**src/rtl/core/cmnd_pkg.sv**
```systemverilog
// ----------------------------------------------------------------------------
// cmnd_pkg
// Shared types and constants of the cumulative mean normalized difference
// block.
// ----------------------------------------------------------------------------
`default_nettype none

package cmnd_pkg;

  localparam int unsigned DiffWidth  = 32;
  localparam int unsigned NormWidth  = 32;
  localparam int unsigned LagWidth   = 10;
  localparam int unsigned IntBits    = 8;
  localparam int unsigned QuotBits   = 32;

  localparam logic [NormWidth-1:0] OneQ824 = 32'h0100_0000;
  localparam logic [NormWidth-1:0] MaxCode = 32'hFFFF_FFFF;

  typedef struct packed {
    logic [DiffWidth-1:0] diff_value;
    logic                 window_end;
  } cmnd_in_t;

  typedef struct packed {
    logic [NormWidth-1:0] norm_value;
    logic                 zero_sum;
    logic [LagWidth-1:0]  lag_index;
    logic                 result_last;
  } cmnd_out_t;

  typedef struct packed {
    logic                last;
    logic                lag0;
    logic                zero_sum;
    logic                ovf;
    logic [LagWidth-1:0] lag_index;
  } cmnd_meta_t;

endpackage

`default_nettype wire

```
**src/rtl/core/cmnd_div_cell.sv**
```systemverilog
// ----------------------------------------------------------------------------
// cmnd_div_cell
// One restoring-division cell: produce one quotient bit and pass the
// partial remainder on to the next cell.
// ----------------------------------------------------------------------------
`default_nettype none

module cmnd_div_cell import cmnd_pkg::*; #(
  parameter int unsigned TW   = 42,
  parameter int unsigned STEP = 0
) (
  input  wire logic                clk_i,
  input  wire logic                rst_ni,
  input  wire logic                en_i,
  input  wire logic                valid_i,
  input  wire logic [TW-1:0]       den_i,
  input  wire logic [TW-1:0]       rem_i,
  input  wire logic [IntBits-1:0]  num_lo_i,
  input  wire logic [QuotBits-1:0] quot_i,
  input  wire cmnd_meta_t          meta_i,
  output logic                     valid_o,
  output logic      [TW-1:0]       den_o,
  output logic      [TW-1:0]       rem_o,
  output logic      [IntBits-1:0]  num_lo_o,
  output logic      [QuotBits-1:0] quot_o,
  output cmnd_meta_t               meta_o
);

  logic          nb_w;
  logic [TW:0]   trial_w;
  logic          ge_w;
  logic [TW:0]   diff_w;

  if (STEP < IntBits) begin : g_int
    assign nb_w = num_lo_i[IntBits-1-STEP];
  end else begin : g_frac
    assign nb_w = 1'b0;
  end

  always_comb begin
    trial_w = {rem_i, nb_w};
    ge_w    = trial_w >= {1'b0, den_i};
    diff_w  = trial_w - {1'b0, den_i};
  end

  always_ff @(posedge clk_i or negedge rst_ni) begin
    if (!rst_ni) begin
      valid_o <= 1'b0;
    end else if (en_i) begin
      valid_o <= valid_i;
    end
  end

  always_ff @(posedge clk_i) begin
    if (en_i) begin
      den_o    <= den_i;
      rem_o    <= ge_w ? diff_w[TW-1:0] : trial_w[TW-1:0];
      num_lo_o <= num_lo_i;
      quot_o   <= {quot_i[QuotBits-2:0], ge_w};
      meta_o   <= meta_i;
    end
  end

endmodule

`default_nettype wire

```
**config.mk**
```make
export PLATFORM = sky130hd
export DESIGN_NAME = cmnd_div_cell
export DESIGN_NICKNAME = d
export VERILOG_FILES = /design/src/rtl/core/cmnd_pkg.sv /design/src/rtl/core/cmnd_div_cell.sv
export SDC_FILE = /design/constraint.sdc
export NUM_CORES = 1
export LEC_CHECK = 0
export BUFFER_PORTS_ARGS = -buffer_cell sky130_fd_sc_hd__buf_2
export CAP_MARGIN = 20
export CORE_UTILIZATION = 45
export CTS_BUF_LIST = sky130_fd_sc_hd__clkbuf_8 sky130_fd_sc_hd__clkbuf_16
export CTS_CLUSTER_SIZE = 25
export DETAILED_ROUTE_END_ITERATION = 12
export PLACE_DENSITY = 0.74
export SYNTH_ARGS = -nofsm -noshare
export SYNTH_HDL_FRONTEND = slang
export SYNTH_SLANG_ARGS = --single-unit
```
**constraint.sdc**
```tcl
create_clock -name clk_i -period 0.99 [get_ports clk_i]
set_clock_uncertainty 0.1 [all_clocks]
set_input_delay 0.198 -clock clk_i [delete_from_list [all_inputs] [get_ports clk_i]]
set_output_delay 0.198 -clock clk_i [all_outputs]
set_load 0.02 [all_outputs]
```
# [Yosys cells after proc, flatten, opt, wreduce, memory -nomap -nowiden]
# Index checks and enable logic that the tools add are counted.
[classes] add_sub_neg=1 order_cmp=1 mux=1
[ops] operator="43-bit by 42-bit greater-or-equal comparator with 1-bit output" count=1
[ops] operator="42-bit 2-to-1 mux" count=1
[ops] operator="42-bit subtractor" count=1
[word_totals] ff_bits=139

# [Logic depth before layout (Yosys ltp)]
[logic_depth] depth_word=2 mapped_depth=14 depth_no_buf=12

# [Worst setup path before layout]
# OpenSTA, ideal clock, no wires.
[synth_timing] path_kind="in2reg" start="input port num_lo_i[7]" end="register rem_o[30] (data pin)" t_arrival_ns=2.423 path_slack_ns=-1.791 path_stages=12 n_path_buf=0 path_cell_list="inv_1 > ha_1 > inv_1 > fa_1 > a211oi_1 > o21ai_0 > nand3_1 > a31oi_1 > o41ai_1 > o21ai_0 > xnor2_1 > a21oi_2"
[synth_via] elab_chain_cells=2
[synth_lines] element="from (decl)" line_no="cmnd_div_cell.sv:18" text="input wire logic [IntBits-1:0] num_lo_i,"
[synth_lines] element="42-bit subtractor or 43-bit by 42-bit greater-or-equal comparator with 1-bit output (tied branches)" line_no="cmnd_div_cell.sv:43, cmnd_div_cell.sv:42"
[synth_lines] element="42-bit 2-to-1 mux (*)" line_no="cmnd_div_cell.sv:57" text="rem_o <= ge_w ? diff_w[TW-1:0] : trial_w[TW-1:0];"
[synth_lines] element="to (signal assigned)" line_no="cmnd_div_cell.sv:57"
[synth_lines] element="to (decl)" line_no="cmnd_div_cell.sv:23" text="output logic [TW-1:0] rem_o,"
# Every way passes the cells marked *; elsewhere a longest branch is shown, timed or not.
# A chain may end at the register's enable or synchronous reset.

# [Worst setup path in the final report]
[layout_timing] start="input port den_i[8]" end="register rem_o[12] (data pin)"
[layout_via] elab_chain_cells=2
[layout_lines] element="from (decl)" line_no="cmnd_div_cell.sv:16" text="input wire logic [TW-1:0] den_i,"
[layout_lines] element="42-bit subtractor or 43-bit by 42-bit greater-or-equal comparator with 1-bit output (tied branches)" line_no="cmnd_div_cell.sv:43, cmnd_div_cell.sv:42"
[layout_lines] element="42-bit 2-to-1 mux (*)" line_no="cmnd_div_cell.sv:57"
# Marks and branches as above.

==> metrics.md <==
| Metric | Value |
|---|---|
| CTS tree | `yes` |
| Register share of total power | `34.9%` |
| Clock Latency Late Sink | `0.44 ns` |
| CTS Buf Count | `17` |
| DPL Wire Length | `16.81 mm` |
| RSZ-0062 raised after global routing | `yes` |
| Die ar. | `16890 µm²` |
| Vias per cell | `6.362` |
| Post-route cell area | `13790 µm²` |
| Die Y | `130.0 µm` |
| Syn_area_per_cell | `11.66 µm²` |
| Pleak | `6.114 nW` |
| Iteration-0 DRC Markers | `1518` |
| Worst-path fanout max | `7` |
| Initial antenna violation count | `8` |
| Pwr Total | `21.98 mW` |
| Worst setup EP type | `flop` |
| Crit Path Class | `input port to flop` |
| Internal power | `14.26 mW` |
| Clock Power Share | `between 30% and 40%` |
| Initial Utilization | `46.23%` |
| H-tree levels | `4` |
| First-pass iteration count of the detailed router | `9` |
| Reg-to-reg slack, setup | `-0.06 ns` |
| Final Core Density | `between 80% and 90%` |
| Mapped Cells | `around 630` |
| Clock buffer depth | `2` |
| Cells after DPL | `1291` |
| Final ANT Viol Nets | `0` |
| Multi-input gate area | `~3500 µm²` |
| Crit path to | `rem_o[12]$_DFFE_PP_` |
| Layout cells sized above 1 | `52.47%` |
| Failing checks | `negative setup slack` |
| Max-slew headroom | `between 30% and 40%` |
| CTS Sinks | `139` |
| Pwr/cell area | `1593 nW/µm²` |
| DRC viols | `0` |
| Ys async rst share | `0.7194%` |
| First-pass GRT wire length | `44.87 mm` |
| Netlist cell types | `60` |
| Switching Share | `35.11%` |
| Area grow syn2layout | `87.13%` |
| Max Fclk | `295.0 MHz` |
| Hold Violations, Final | `0` |
| Die Span X | `130.0 µm` |
| Slew Viols, Final | `0` |
| Synth Register Bits | `139` |
| Wire length per cell | `29.74 µm` |
| Vias post-DR | `9269` |
| Setup TNS | `-126.19 ns` |
| Final WS setup | `-2.400 ns` |
| Seq/Total Area, Yosys | `56.56%` |
| Sequential Area | `about 4200 µm²` |
| Req. time, crit path | `~1 ns` |
| Cell Area, Placed | `10580 µm²` |
| Fill cells | `slightly below 700` |
| R2R Path End | `valid_o$_DFFE_PN0P_` |
| Post-layout nets | `1405` |
| Syn nets | `817` |
| Crit path from | `den_i[8]` |
| Site Rows | `46` |
| Logic pwr share | `approximately a third` |
| Predominant post-synthesis flop cell | `edfxtp_1` |
| Core Area | `15940 µm²` |
| Hold_ws | `0.01232 ns` |
| Worst Max-Slew Pin Slew | `1.032 ns` |
| Global route total overflow | `0` |
| Largest net degree at the start of global routing | `35` |
| Setup crit start kind | `input port` |
| Max Cap Violations | `0` |
| Total Wirelength | `about 43 mm` |
| IO Port Bufs | `279` |
| Clock transition at path regs | `0.08 ns` |
| Synth warn | `0` |
| Worst slack at placement | `-1.943 ns` |
| Setup violators final | `186` |
| Final worst-path cycle share | `342.4%` |
| Clk root buf | `clkbuf_16` |
| Post-synth EDFFs | `138` |
| Data arrival, critical path | `3.42 ns` |
| GRT Util Overall | `36.04%` |
| Top Ports | `281` |
| Peak supply drop | `between 1000 and 1500 µV` |
| Fin cells | `1457` |
| RR Startpoint | `valid_o$_DFFE_PN0P_` |
| Reg2Reg Depth | `2` |
| Status | `complete, but fails checks` |
| Crit path time final | `3.390 ns` |
| Vias in the first global route | `8236` |
| Min-Delay Path Class | `input port to flop` |
| Final GP Congestion | `0.8867` |
| Switching Power | `7.716 mW` |
| Netlist Area Pre-Place | `~7400 µm²` |
[power groups by stage]
stage | registers, mW | clock network (mW) | logic [mW]
2_1_floorplan | 8.28 | 0 | 1.92
3_3_place_gp | 7.46 | 0 | 4.97
5_1_grt | 7.69 | 6.94 | 7.70
4_1_cts | 7.40 | 6.44 | 5.86
3_5_place_dp | 7.47 | 0 | 5.05
6_report | 7.66 | 6.82 | 7.50
[cell usage in the layout, fill, tap and decap left out, types with 21 or more instances in the layout]
cell type,n
buf_6,135
inv_1,48
buf_4,183
a21o_1,21
nor2_4,22
o21ai_0,23
a21oi_1,29
nor2_1,31
buf_2,149
a21oi_2,35
edfxtp_1,138
dlygate4sd3_1,109
nand2_1,38
ha_1,25
[critical path, stage by stage]
cell and delay (ns):
buf_2 0.11, inv_1 0.33, ha_4 0.30, nand3_1 0.22
nor4_2 0.35, buf_4 0.20, buf_4 0.15, a31oi_1 0.12
a31oi_1 0.21, buf_4 0.15, a211oi_4 0.05, buf_4 0.21
buf_4 0.17, o21ai_0 0.65
[how the worst min path moves through the flow]
| stage | startpoint | endpoint | slack (ns) | cells past startpoint |
|---|---|---|---|---|
| 4_1_cts | rem_i[3] | rem_o[4]$_DFFE_PP_ | 0.004 | 3 |
| 6_report | rem_i[38] | rem_o[39]$_DFFE_PP_ | 0.01 | 2 |
| 3_5_place_dp | rst_ni | valid_o$_DFFE_PN0P_ | -0.12 | 1 |
| 3_3_place_gp | rst_ni | valid_o$_DFFE_PN0P_ | -0.13 | 1 |
| 5_1_grt | rem_i[38] | rem_o[39]$_DFFE_PP_ | 0.03 | 2 |
| 2_1_floorplan | rst_ni | valid_o$_DFFE_PN0P_ | -0.20 | 0 |
[routing by layer]
| layer | part of all wire [%] | GRT usage (%) | wire length, µm |
|---|---|---|---|
| met2 | 42 | 60.59 | 18030 |
| met5 | 0.57 | 0 | 245 |
| met3 | 16 | 10.70 | 6857 |
| met1 | 31 | 39.34 | 13560 |
| met4 | 11 | 24.90 | 4640 |
[synthesized netlist by cell type, types with 5 or more instances]
cell	instances	share of area, %
o21a_1	9	0.92
nor2_1	52	2.6
a211oi_1	9	0.92
a21oi_1	41	2.8
o21bai_1	9	0.92
a21o_1	21	2.1
o21ai_0	29	2.0
ha_1	42	7.1
xor2_1	19	2.3
inv_1	57	2.9
nand2_1	42	2.1
clkbuf_1	13	0.66
nor4_1	5	0.42
nand2b_1	5	0.42
nand4_1	17	1.4
nor3_1	8	0.54
nand3_1	7	0.48
o211ai_1	5	0.51
xnor2_1	10	1.2
and4_1	6	0.71
a21oi_2	23	2.7
edfxtp_1	138	56
[final cells by class]
type	instances	share of cell area [%]
Timing Repair Buffer	591	36.18
Sequential cell	139	30.23
Multi-Input combinational cell	413	25.43
Clock buffer	17	3.084
Tap cell	216	1.959
Inverter	58	1.832
Clock inverter	15	1.143
Antenna cell	8	0.1451
[flip-flops by register name (all words and copies together), names as in the netlist]
signal,flops
rem_o,42
quot_o,32
num_lo_o,8
valid_o,1
den_o,42
meta_o,14
[what timing repair did]
action	4_1_cts	5_1_grt
hold buffers	108	1
pin swaps	13	28
setup buffers	7	10
resized for setup	153	236
hold endpoints to repair	108	1
endpoints found under the setup margin	182	182
[logic make-up (layout without fill, tap and decap cells)]
group                    Yosys count  after routing  synth area share [%]
AO/OA/AOI/OAI                    176            176                 16.79
XOR/XNOR                          29             29                 3.446
adder cells (fa/ha/maj)           43             43                 7.401
buffers and inverters             80            681                 4.668
flip-flops                       139            139                 56.56
multiplexers                       2              2                0.2886
other                              0              8                     0
AND/OR/NAND/NOR                  163            163                 10.85
(Power assumes the default switching activity.)
