File: src/rtl/core/cmnd_pkg.sv
// ----------------------------------------------------------------------------
// cmnd_pkg
// Shared types and constants of the cumulative mean normalized difference
// block.
// ----------------------------------------------------------------------------
`default_nettype none

package cmnd_pkg;

  localparam int unsigned DiffWidth  = 32;
  localparam int unsigned NormWidth  = 32;
  localparam int unsigned LagWidth   = 10;
  localparam int unsigned IntBits    = 8;
  localparam int unsigned QuotBits   = 32;

  localparam logic [NormWidth-1:0] OneQ824 = 32'h0100_0000;
  localparam logic [NormWidth-1:0] MaxCode = 32'hFFFF_FFFF;

  typedef struct packed {
    logic [DiffWidth-1:0] diff_value;
    logic                 window_end;
  } cmnd_in_t;

  typedef struct packed {
    logic [NormWidth-1:0] norm_value;
    logic                 zero_sum;
    logic [LagWidth-1:0]  lag_index;
    logic                 result_last;
  } cmnd_out_t;

  typedef struct packed {
    logic                last;
    logic                lag0;
    logic                zero_sum;
    logic                ovf;
    logic [LagWidth-1:0] lag_index;
  } cmnd_meta_t;

endpackage

`default_nettype wire

File: src/rtl/core/cmnd_accum.sv
// ----------------------------------------------------------------------------
// cmnd_accum
// Lag counter and saturating running sum of one window.
// ----------------------------------------------------------------------------
`default_nettype none

module cmnd_accum import cmnd_pkg::*; #(
  parameter int unsigned MAX_LAGS    = 1024,
  parameter int unsigned VALUE_WIDTH = 32,
  parameter int unsigned LW          = (MAX_LAGS > 2) ? $clog2(MAX_LAGS) : 1,
  parameter int unsigned TW          = VALUE_WIDTH + 10
) (
  input  wire logic                   clk_i,
  input  wire logic                   rst_ni,
  input  wire logic                   take_i,
  input  wire logic [VALUE_WIDTH-1:0] value_i,
  input  wire logic                   last_i,
  output logic      [LW-1:0]          lag_o,
  output logic      [TW-1:0]          den_o
);

  localparam logic [LW-1:0] LagMax = LW'(MAX_LAGS - 1);

  logic [LW-1:0] lag_q;
  logic [TW-1:0] total_q;
  logic [TW:0]   sum_w;
  logic [TW-1:0] sat_w;

  always_comb begin
    sum_w = {1'b0, total_q} + (TW + 1)'(value_i);
    sat_w = sum_w[TW] ? {TW{1'b1}} : sum_w[TW-1:0];
  end

  assign lag_o = lag_q;
  assign den_o = sat_w;

  always_ff @(posedge clk_i or negedge rst_ni) begin
    if (!rst_ni) begin
      lag_q   <= '0;
      total_q <= '0;
    end else if (take_i) begin
      if (last_i) begin
        lag_q   <= '0;
        total_q <= '0;
      end else begin
        if (lag_q != '0) begin
          total_q <= sat_w;
        end
        if (lag_q < LagMax) begin
          lag_q <= lag_q + LW'(1);
        end
      end
    end
  end

  a_lag_range: assert property (@(posedge clk_i) disable iff (!rst_ni)
    lag_q <= LagMax)
    else $error("lag counter beyond window length");

  a_window_clear: assert property (@(posedge clk_i) disable iff (!rst_ni)
    take_i && last_i |=> lag_q == '0 && total_q == '0)
    else $error("window state not cleared after last lag");

  a_lag0_total: assert property (@(posedge clk_i) disable iff (!rst_ni)
    lag_q == '0 |-> total_q == '0)
    else $error("running sum non-zero at lag zero");

endmodule

`default_nettype wire

File: config.mk
export PLATFORM = sky130hd
export DESIGN_NAME = cmnd_accum
export DESIGN_NICKNAME = d
export VERILOG_FILES = /design/src/rtl/core/cmnd_pkg.sv /design/src/rtl/core/cmnd_accum.sv
export SDC_FILE = /design/constraint.sdc
export NUM_CORES = 1
export LEC_CHECK = 0
export ABC_AREA = 1
export BUFFER_PORTS_ARGS = -buffer_cell sky130_fd_sc_hd__buf_2
export CORE_ASPECT_RATIO = 0.5
export CORE_MARGIN = 10
export CORE_UTILIZATION = 50
export CTS_CLUSTER_DIAMETER = 50
export CTS_CLUSTER_SIZE = 25
export DETAILED_ROUTE_END_ITERATION = 10
export GPL_ROUTABILITY_DRIVEN = 0
export PLACE_DENSITY = 0.83
export SYNTH_ARGS = -nofsm -noshare
export SYNTH_HDL_FRONTEND = slang
export SYNTH_SLANG_ARGS = --single-unit
File: constraint.sdc
create_clock -name clk_i -period 5.5 [get_ports clk_i]
set_clock_uncertainty 0.05 [all_clocks]
set_input_delay 0.825 -clock clk_i [delete_from_list [all_inputs] [get_ports clk_i]]
set_output_delay 0.825 -clock clk_i [all_outputs]
set_load 0.01 [all_outputs]
After elaboration in Yosys (flattened, before gate mapping)

Cells that the tools add are included.

Register bits after elaboration: 52
Bits in latches: 0
Memory bits (writable): 0
ROM bits: 0
Bits of input ports: 36
Output and inout bits: 52
Logic and storage cells: 15
Memories: 0

Add/subtract/negate cells: 2
Multiply operators: 0
Div/mod/pow operators: 0
Order comparisons: 1
Equal/unequal tests: 0
Shift-type cells: 0
Mux-type cells: 5
Bitwise operators: 0
Reductions and logical operators: 5

Operator list:

| cell                                           | count |
|---|---|
| two-way mux 42 bit                             | 3 |
| adder 42 x 32 -> 43 bit                        | 1 |
| two-way mux 10 bit                             | 2 |
| adder 10 x 1 -> 10 bit (second input constant) | 1 |
| < comparator 10 bit (second input constant)    | 1 |
| nonzero test 10 bit                            | 1 |
| AND reduction 2 bit                            | 2 |
| nonzero test 2 bit                             | 2 |

Logic depth before layout (Yosys ltp)

Gate-level depths: netlist of run 1.

Depth after elaboration: 4
Mapped depth: 16
Gate-level depth less buffers: 15

Least setup slack after synthesis of run 1

No wires, ideal clock.

Path kind: input-to-output
Start point: input port value_i[0]
End point: output port den_o[41]
Data arrival time: 2.314 ns
Required time: 4.625 ns
Slack: 2.311 ns
Stages on the path: 9
Buffers on the path: 1
Cells stage by stage: ha_1 -> fa_1 -> nand3_1 -> nand3_4 -> nand2_4 -> clkinv_4 -> nor2_8 -> buf_12 -> nand3_4

Longest elaborated chain between the ends: 2

RTL lines:

| item                    | line             | RTL |
|---|---|---|
| start, declared         | cmnd_accum.sv:16 | `input wire logic [VALUE_WIDTH-1:0] value_i,` |
| adder 42 x 32 -> 43 bit | cmnd_accum.sv:30 | `sum_w = {1'b0, total_q} + (TW + 1)'(value_i);` |
| two-way mux 42 bit      | cmnd_accum.sv:31 | `sat_w = sum_w[TW] ? {TW{1'b1}} : sum_w[TW-1:0];` |
| end, declared           | cmnd_accum.sv:19 | `output logic [TW-1:0] den_o` |

No other way between the ends.

Worst setup path after layout of run 1

Start point: input port value_i[20]
End point: output port den_o[28]

Same word-level chain as after synthesis.

==> summary.md, run 1 <==
| Metric | Value |
|---|---|
| Area share of fa/ha/maj cells after synthesis | `7.495%` |
| GRT Residual Overflow | `0` |
| Mux cell area share after synthesis | `0%` |
| Largest net degree at the start of global routing | `53` |
| Critical path fanouts, max | `22` |
| Post-Layout Inst Area | `6655 um2` |
| Most frequent cells in the layout | `393 x nand2_1, 138 x inv_1, 87 x buf_2` |
| H-tree Lvls | `2` |
| Core area | `11700 um2` |
| Reg2reg start | `lag_o[0]` |
| Fin util | `56.88%` |
| Global Route met2 Usage | `30.07%` |
| Syn. warnings | `0` |
| Rows | `28` |
| Worst-margin pin slew | `1.093 ns` |
| Starting DRT DRC Count | `545` |
| Leak | `3.875 nW` |
| Met3 Use GR | `5.974%` |
| Worst r2r path cells | `8` |
| Total GRT Usage | `19.27%` |
| # setup viols final | `0` |
| Number of global-route vias before repair | `5731` |
| Post-Synth XOR/XNOR Area | `3.958%` |
| Synth async-reset ratio | `100.0%` |
| Final WL | `16560 um` |
| Clk root buf | `clkbuf_16` |
| Crit Path Class | `primary input to output port` |
| Final hold slack | `0.4384 ns` |
| IO buf count | `87` |
| Share of cells above drive strength 1 | `19.63%` |
| Setup bufs post-CTS | `0` |
| Post-cts hold buffer count | `0` |
| Compound-Gate Fraction of Synth Area | `4.505%` |
| MaxCap Viol Count | `0` |
| Post-synthesis register bit count | `52` |
| F_max | `0.2586 GHz` |
| Min-delay src | `total_q[7]` |
| Post-route setup TNS | `0 ns` |
| Pwr per Cell Area | `477.9 nW/um2` |
| Global Route met1 Usage | `25.62%` |
| Syn_nets | `1013` |
| CTS tree | `done` |
| Routed Antenna Nets | `0` |
| Hold/Removal Path Class | `flip-flop to flip-flop` |
| Clock sink count | `52` |
| Starting density of the core | `50.79%` |
| Hpwl dp | `13550 um` |
| Main combinational cell family by area after synthesis | `simple AND/OR/NAND/NOR gates` |
| Final min period | `3.867 ns` |
| Die Span Y | `97.09 um` |
| Syn avg cell area | `6.309 um2` |
| Crit path required time | `4.62 ns` |
| Post-synth EDFFs | `0` |
| Arrival time worst endpoint | `2.99 ns` |
| Mapped Cells | `942` |
| DR WL/cell | `13.87 um` |
| CTS Buf Count | `5` |
| Hold EP | `total_q[7]` |
| Worst IR drop on VDD | `0.1817 mV` |
| Vias | `5972` |
| Full die area | `16910 um2` |
| FILL cells | `1133` |
| DR vias/cell | `5.002` |
| Multi-input logic area | `3934 um2` |
| I/O pin count | `88` |
| Mapped Area | `5943 um2` |
| Worst R2R Setup Slack | `2.92 ns` |
| Status | `complete, no violations` |
| TritonRoute pass-1 iters | `6` |
| Antenna Diode Count | `0` |
| Hold depth | `2` |
| Post-synth cell types | `42` |
| First-pass GRT wire length | `27660 um` |
| Worst-Skew Late Latency | `0.31 ns` |
| Antenna violations before repair | `0` |
| CP Launch Type | `primary input` |
| Post-Synth Simple-Gate Area | `49.96%` |
| Final-report max-slew violation count | `0` |
| Worst r2r dst | `total_q[0]` |
| Post-layout net count | `1099` |
| Post-CTS sizing | `0` |
| Final Cycle Share | `70.31%` |
| Post-synthesis sequential area ratio | `21.89%` |
| Crit. End Element | `output port` |
| Clk pin slew, worst setup/hold paths | `0.08 ns` |
| Residual DRC count | `0` |
| DIE WIDTH | `174.2 um` |
| Worst slew margin | `26.98%` |
| P&R area growth vs syn | `11.98%` |
| Final hold violation count | `0` |
| Most used DFF post-synth | `dfrtp_1` |
| DP Area | `6505 um2` |
| CTS Buffer Depth | `2` |
| FF+latch area | `1301 um2` |
| RSZ-0062 raised after global routing | `false` |
| Commonest non-fill, non-tap cell in the layout | `nand2_1` |
| Busiest grt layer | `met2` |
where the power goes:
part	internal, mW	switching [mW]	leakage [nW]
Clock	0.173	0.170	0.0708
Sequential	0.490	0.0737	0.694
Combinational	0.831	1.44	3.11
worst max-delay path, stage by stage:
cell and delay (ns):
buf_2 0.10, ha_1 0.34, nand2_2 0.12, inv_2 0.03
nand2_1 0.05, nand2_1 0.11, a21oi_2 0.21, nand2_1 0.08
nand2_1 0.09, nand2_2 0.09, nor2_8 0.09, buf_4 0.53
nand3_4 0.11, buf_2 0.17
layer usage:
layer,share of wire (%),vias up
met5,0,-
met4,1.0,0
met3,12,19
met2,43,246
met1,45,2695
li1,-,3012
worst max-delay path by stage:
stage | end | depth (start not counted) | from
6_report | den_o[28] | 14 | value_i[20]
5_1_grt | den_o[40] | 14 | value_i[0]
4_1_cts | den_o[39] | 11 | value_i[0]
3_5_place_dp | den_o[39] | 11 | value_i[0]
3_3_place_gp | den_o[41] | 11 | value_i[0]
2_1_floorplan | den_o[41] | 9 | value_i[0]
registers in the layout, summed over array words and instances, names as in the netlist:
name     count
lag_o       10
total_q     42
layout make-up:
type	count	share of cell area (%)
clock inverters	3	0.3760
clock buffers	5	1.880
flip-flops and latches	52	19.55
well taps	165	3.102
multi-input cells	720	59.11
repair buffers	91	6.994
inverters	158	8.987
per-stage QoR:
stage	power [mW]	worst slack, ns	std cells
after global routing	3.453	1.449	1194
after floorplan	2.199	2.311	942
after CTS	3.174	1.638	1194
after global placement	2.784	1.704	1186
final	3.180	1.633	1194
after detailed placement	2.820	1.650	1186
cells in the mapped netlist, types with 2 or more instances:
master | count | share of area (%)
nor4_1 | 2 | 0.21
inv_1 | 138 | 8.7
o31ai_1 | 2 | 0.25
xor2_1 | 3 | 0.44
nor2_4 | 3 | 0.57
nand3_1 | 42 | 3.5
ha_1 | 34 | 7.2
o21ai_0 | 8 | 0.67
nand2_2 | 22 | 2.3
clkinv_1 | 2 | 0.13
nand3_4 | 17 | 5.0
xnor2_1 | 22 | 3.2
o21bai_1 | 3 | 0.38
nor2_2 | 4 | 0.42
o21ai_1 | 5 | 0.42
a21oi_1 | 24 | 2.0
inv_2 | 17 | 1.1
clkbuf_1 | 4 | 0.25
nor2_1 | 81 | 5.1
nand2_4 | 28 | 5.3
buf_4 | 2 | 0.25
dfrtp_1 | 52 | 22
nor3_1 | 6 | 0.51
buf_12 | 4 | 1.3
nand2_1 | 393 | 25
nor3_2 | 3 | 0.51
nand4_1 | 6 | 0.63
cell families after synthesis:
group	count (synthesis)
buf+inv	170
fa+ha+maj	35
simple gates	613
compound gates	46
flops	52
xor+xnor	26
Note: power is estimated with default switching activity, not from simulation.
==> run 2: changes to the inputs <==
PLACE_DENSITY = 0.86   (was 0.83)
clock period = 3.25 ns   (was 5.5 ns; I/O delays follow)
==> run 2 against run 1 <==
Combinational power is 71% higher. Register-to-register slack got worse by 2.1 ns. Wire length grew 5.1%. Total power increased by 71%. Final area up 2.6%. Sequential cell count unchanged. First-iteration DRC count rose by 32%. Highest routed layer unchanged.
==> summary.md, run 2 (same netlist as run 1, synthesis figures left out) <==
| Metric | Value |
|---|---|
| IO buf count | `87` |
| Hold/Removal Path Class | `primary input to async pin` |
| CP Launch Point | `total_q[0]` |
| # setup viols final | `0` |
| MaxCap Viol Count | `0` |
| Global Route met2 Usage | `30.01%` |
| Final-report max-slew violation count | `0` |
| Worst slew margin | `26.98%` |
| First-pass GRT wire length | `27750 um` |
| Most frequent cells in the layout | `392 x nand2_1, 138 x inv_1, 87 x buf_2` |
| Worst-Skew Late Latency | `0.31 ns` |
| Leak | `3.967 nW` |
| Reg2reg start | `total_q[0]` |
| Commonest non-fill, non-tap cell in the layout | `nand2_1` |
| Largest Register | `total_q` |
| Residual DRC count | `0` |
| CTS tree | `done` |
| Crit path required time | `2.71 ns` |
| DR vias/cell | `5.078` |
| GRT Residual Overflow | `0` |
| Die Span Y | `97.09 um` |
| H-tree Lvls | `2` |
| Number of global-route vias before repair | `5726` |
| Final Cycle Share | `96.92%` |
| Dpl cells | `1189` |
| Total GRT Usage | `19.58%` |
| Clk root buf | `clkbuf_16` |
| I/O pin count | `88` |
| Global Route met1 Usage | `26.02%` |
| DIE WIDTH | `174.2 um` |
| Worst R2R Setup Slack | `0.83 ns` |
| Antenna violations before repair | `2` |
| Total power draw | `5.433 mW` |
| Clk pin slew, worst setup/hold paths | `0.08 ns` |
| Rows | `28` |
| Status | `complete, no violations` |
| DP Area | `6553 um2` |
| CP Launch Type | `flip-flop` |
| Final hold slack | `0.2033 ns` |
| Met3 Use GR | `5.702%` |
| Core area | `11700 um2` |
| CTS Buf Count | `5` |
| Min setup slack post-route | `0.1002 ns` |
| Non-Filler Instances | `1208` |
| Worst r2r path cells | `12` |
| Post-route setup TNS | `0 ns` |
| Final hold violation count | `0` |
| Worst r2r dst | `total_q[24]` |
| Share of cells above drive strength 1 | `20.77%` |
| Worst IR drop on VDD | `0.3218 mV` |
| Crit Path Class | `flip-flop to output port` |
| Starting density of the core | `50.79%` |
| P&R area growth vs syn | `14.88%` |
| Final min period | `3.150 ns` |
| Worst-margin pin slew | `1.093 ns` |
| Hpwl dp | `13840 um` |
| Crit. End Element | `output port` |
| Starting DRT DRC Count | `717` |
| Post-cts hold buffer count | `0` |
| Largest net degree at the start of global routing | `43` |
| F_max | `0.3175 GHz` |
| TritonRoute pass-1 iters | `6` |
| DR WL/cell | `14.41 um` |
| Final WL | `17410 um` |
| Fin util | `58.35%` |
| Busiest grt layer | `met2` |
| Clock sink count | `52` |
| CTS Buffer Depth | `2` |
| Post-layout net count | `1110` |
| Vias | `6134` |
| Critical path fanouts, max | `4` |
| Full die area | `16910 um2` |
| Place WS | `0.1754 ns` |
| Routed Antenna Nets | `0` |
| Largest register FFs | `42` |
| Arrival time worst endpoint | `2.61 ns` |
| Post-Layout Inst Area | `6828 um2` |
| Pwr per Cell Area | `795.7 nW/um2` |
run 2: cell types whose count changed in the layout (fill, tap and decap cells not counted), moves of 2 or more:
cell and change:
buf_12 +3, buf_4 +6, diode_2 +3, clkbuf_16 +2
run 2: timing repair:
item | in CTS | in global routing
gates resized for setup | 0 | 3
setup endpoints to repair | 0 | 28
buffers inserted | 0 | 6
run 2: cell type report:
type                       count  area, um2
sequential                    52       1301
timing repair buffer         102      620.6
tap                          165      206.4
inverter                     158      598.1
antenna                        3      7.507
clock inverter                 3      25.02
multi-input combinational    720       3944
clock buffer                   5      125.1
fill                        1117       4873
run 2: worst max-delay path: stages (launching register included):
cell     delay (ns)
dfrtp_1        0.40
ha_1           0.23
fa_2           0.38
nand2_1        0.12
nand3_1        0.10
nand3_1        0.09
nand2_1        0.14
nand2_1        0.09
nand3_1        0.19
xnor2_1        0.31
nand2_4        0.09
buf_2          0.15
run 2: worst max-delay path by stage:
stage,endpoint,slack (ns),cells after the start
6_report,den_o[24],0.10,11
5_1_grt,den_o[2],-0.009,14
4_1_cts,den_o[40],0.06,13
3_5_place_dp,den_o[40],0.18,14
3_3_place_gp,den_o[20],0.20,11
2_1_floorplan,den_o[41],0.74,9
run 2: power breakdown:
group	total, mW	switching (mW)	leakage, nW	internal (mW)
combinational	3.89	2.46	3.20	1.43
clock	0.590	0.297	0.0708	0.293
sequential	0.953	0.124	0.694	0.829
total	5.43	2.89	3.97	2.55
run 2: metal layers:
layer / part of all wire [%] / vias to the layer above
met5: 0 / -
met4: 2.7 / 0
met3: 11 / 54
met2: 43 / 288
met1: 43 / 2745
li1: - / 3047
==> run 3: changes to the inputs <==
CORE_ASPECT_RATIO = 1.1   (was 0.5)
==> run 3 against run 2 <==
Final area is 1.6% lower. Sequential share of layout area is 0.32 points higher. Largest cell class unchanged. Sequential cell count stayed put. Critical endpoint is now den_o[18]. Die area is 1.5% lower.
==> summary.md, run 3 (same netlist as run 1, synthesis figures left out) <==
| Metric | Value |
|---|---|
| Hold/Removal Path Class | `primary input to async pin` |
| Starting DRT DRC Count | `409` |
| Final hold slack | `0.1144 ns` |
| Total GRT Usage | `19.65%` |
| Arrival time worst endpoint | `2.54 ns` |
| Residual DRC count | `0` |
| First-pass GRT wire length | `26940 um` |
| Final min period | `3.073 ns` |
| Place WS | `0.2400 ns` |
| Worst-Skew Late Latency | `0.32 ns` |
| I/O pin count | `88` |
| Setup bufs post-CTS | `0` |
| F_max | `0.3255 GHz` |
| Hpwl dp | `13260 um` |
| Status | `complete, no violations` |
| P&R area growth vs syn | `12.99%` |
| FILL cells | `1123` |
| Largest register FFs | `42` |
| Worst IR drop on VDD | `0.4915 mV` |
| Largest net degree at the start of global routing | `43` |
| Clk root buf | `clkbuf_16` |
| Critical path fanouts, max | `17` |
| Final WL | `16280 um` |
| IO buf count | `87` |
| Antenna Diode Count | `0` |
| Routed Antenna Nets | `0` |
| Worst R2R Setup Slack | `0.91 ns` |
| Dpl cells | `1173` |
| Largest Register | `total_q` |
| Post-route setup TNS | `0 ns` |
| DR WL/cell | `13.77 um` |
| Final hold violation count | `0` |
| GRT Residual Overflow | `0` |
| Rows | `41` |
| Crit. End Element | `output port` |
| # setup viols final | `0` |
| Leak | `3.920 nW` |
| Core area | `11540 um2` |
| Antenna violations before repair | `0` |
| TritonRoute pass-1 iters | `5` |
| Min setup slack post-route | `0.1775 ns` |
| DR vias/cell | `4.998` |
| Pwr per Cell Area | `801.0 nW/um2` |
| Number of global-route vias before repair | `5845` |
| Full die area | `16650 um2` |
| CP Launch Type | `flip-flop` |
| CTS tree | `done` |
| Starting density of the core | `51.49%` |
| CTS Buf Count | `5` |
| Worst-margin pin slew | `0.6163 ns` |
| Worst slew margin | `58.82%` |
| FF+latch area | `1301 um2` |
| Final-report max-slew violation count | `0` |
| Die Span Y | `134.3 um` |
| MaxCap Viol Count | `0` |
| CTS Buffer Depth | `2` |
| RSZ-0062 raised after global routing | `false` |
| H-tree Lvls | `2` |
| Multi-input logic area | `3939 um2` |
| Clk pin slew, worst setup/hold paths | `0.08 ns` |
| Share of cells above drive strength 1 | `20.06%` |
| Crit path required time | `2.71 ns` |
| DIE WIDTH | `124.0 um` |
| Non-Filler Instances | `1182` |
| Commonest non-fill, non-tap cell in the layout | `nand2_1` |
| Post-layout net count | `1102` |
| Crit Path Class | `flip-flop to output port` |
| Most frequent cells in the layout | `392 x nand2_1, 138 x inv_1, 87 x buf_2` |
| Clock sink count | `52` |
| Vias | `5908` |
| Final Cycle Share | `94.54%` |
run 3: path summary, 6_finish.rpt:
kind / startpoint / end / cells past startpoint
worst max-delay path: total_q[20] / den_o[18] / 13
worst min-delay path: rst_ni / total_q[7] / 1
worst max register to register: total_q[20] / total_q[17] / 14
worst min register to register: total_q[7] / total_q[7] / 2
max in group asynchronous: rst_ni / total_q[31] / 2
min in group clk_i: last_i / lag_o[9] / 2
run 3: routing by layer:
metal,share of wire [%],global-route usage [%]
met1,42,23.80
met2,47,32.56
met3,8.2,4.870
met4,3.0,7.362
met5,0,0
run 3: final cells by class:
cell class | instances | share of cell area, %
repair buffers | 94 | 8.012
inverters | 158 | 8.906
clock inverters | 3 | 0.3913
flip-flops and latches | 52 | 19.38
clock buffers | 5 | 1.863
multi-input cells | 720 | 58.65
well taps | 150 | 2.795
run 3: what timing repair did:
item                       in CTS  in global routing
resized for setup               0                  3
setup endpoints to repair       0                  7
hold buffers                    0                  0
hold endpoints to repair        0                  0
run 3: report_power, final:
part | internal [mW] | switching [mW] | total [mW]
Clock | 0.294 | 0.285 | 0.579
Sequential | 0.829 | 0.125 | 0.954
Combinational | 1.42 | 2.42 | 3.85
Total | 2.55 | 2.83 | 5.38
run 3: worst max-delay path, stage by stage, from the launching register on:
cell and delay (ns):
dfrtp_1 0.39, ha_1 0.37, nand2_2 0.15, inv_2 0.03, nand2_1 0.05, nand2_1 0.10, a21oi_2 0.19, nand2_1 0.07
nand2_1 0.09, nand2_2 0.09, nor2_8 0.17, buf_12 0.24, nand2_4 0.07, buf_2 0.15
run 3: metrics by stage:
| step | total power, mW | utilization, % | area (um2) |
|---|---|---|---|
| floorplan | 3.721 | - | 5943 |
| global placement | 4.714 | 56.54 | 6526 |
| detailed placement | 4.760 | 56.54 | 6526 |
| CTS | 5.370 | 57.85 | 6678 |
| global route | 5.865 | 58.18 | 6715 |
| finish | 5.379 | 58.18 | 6715 |
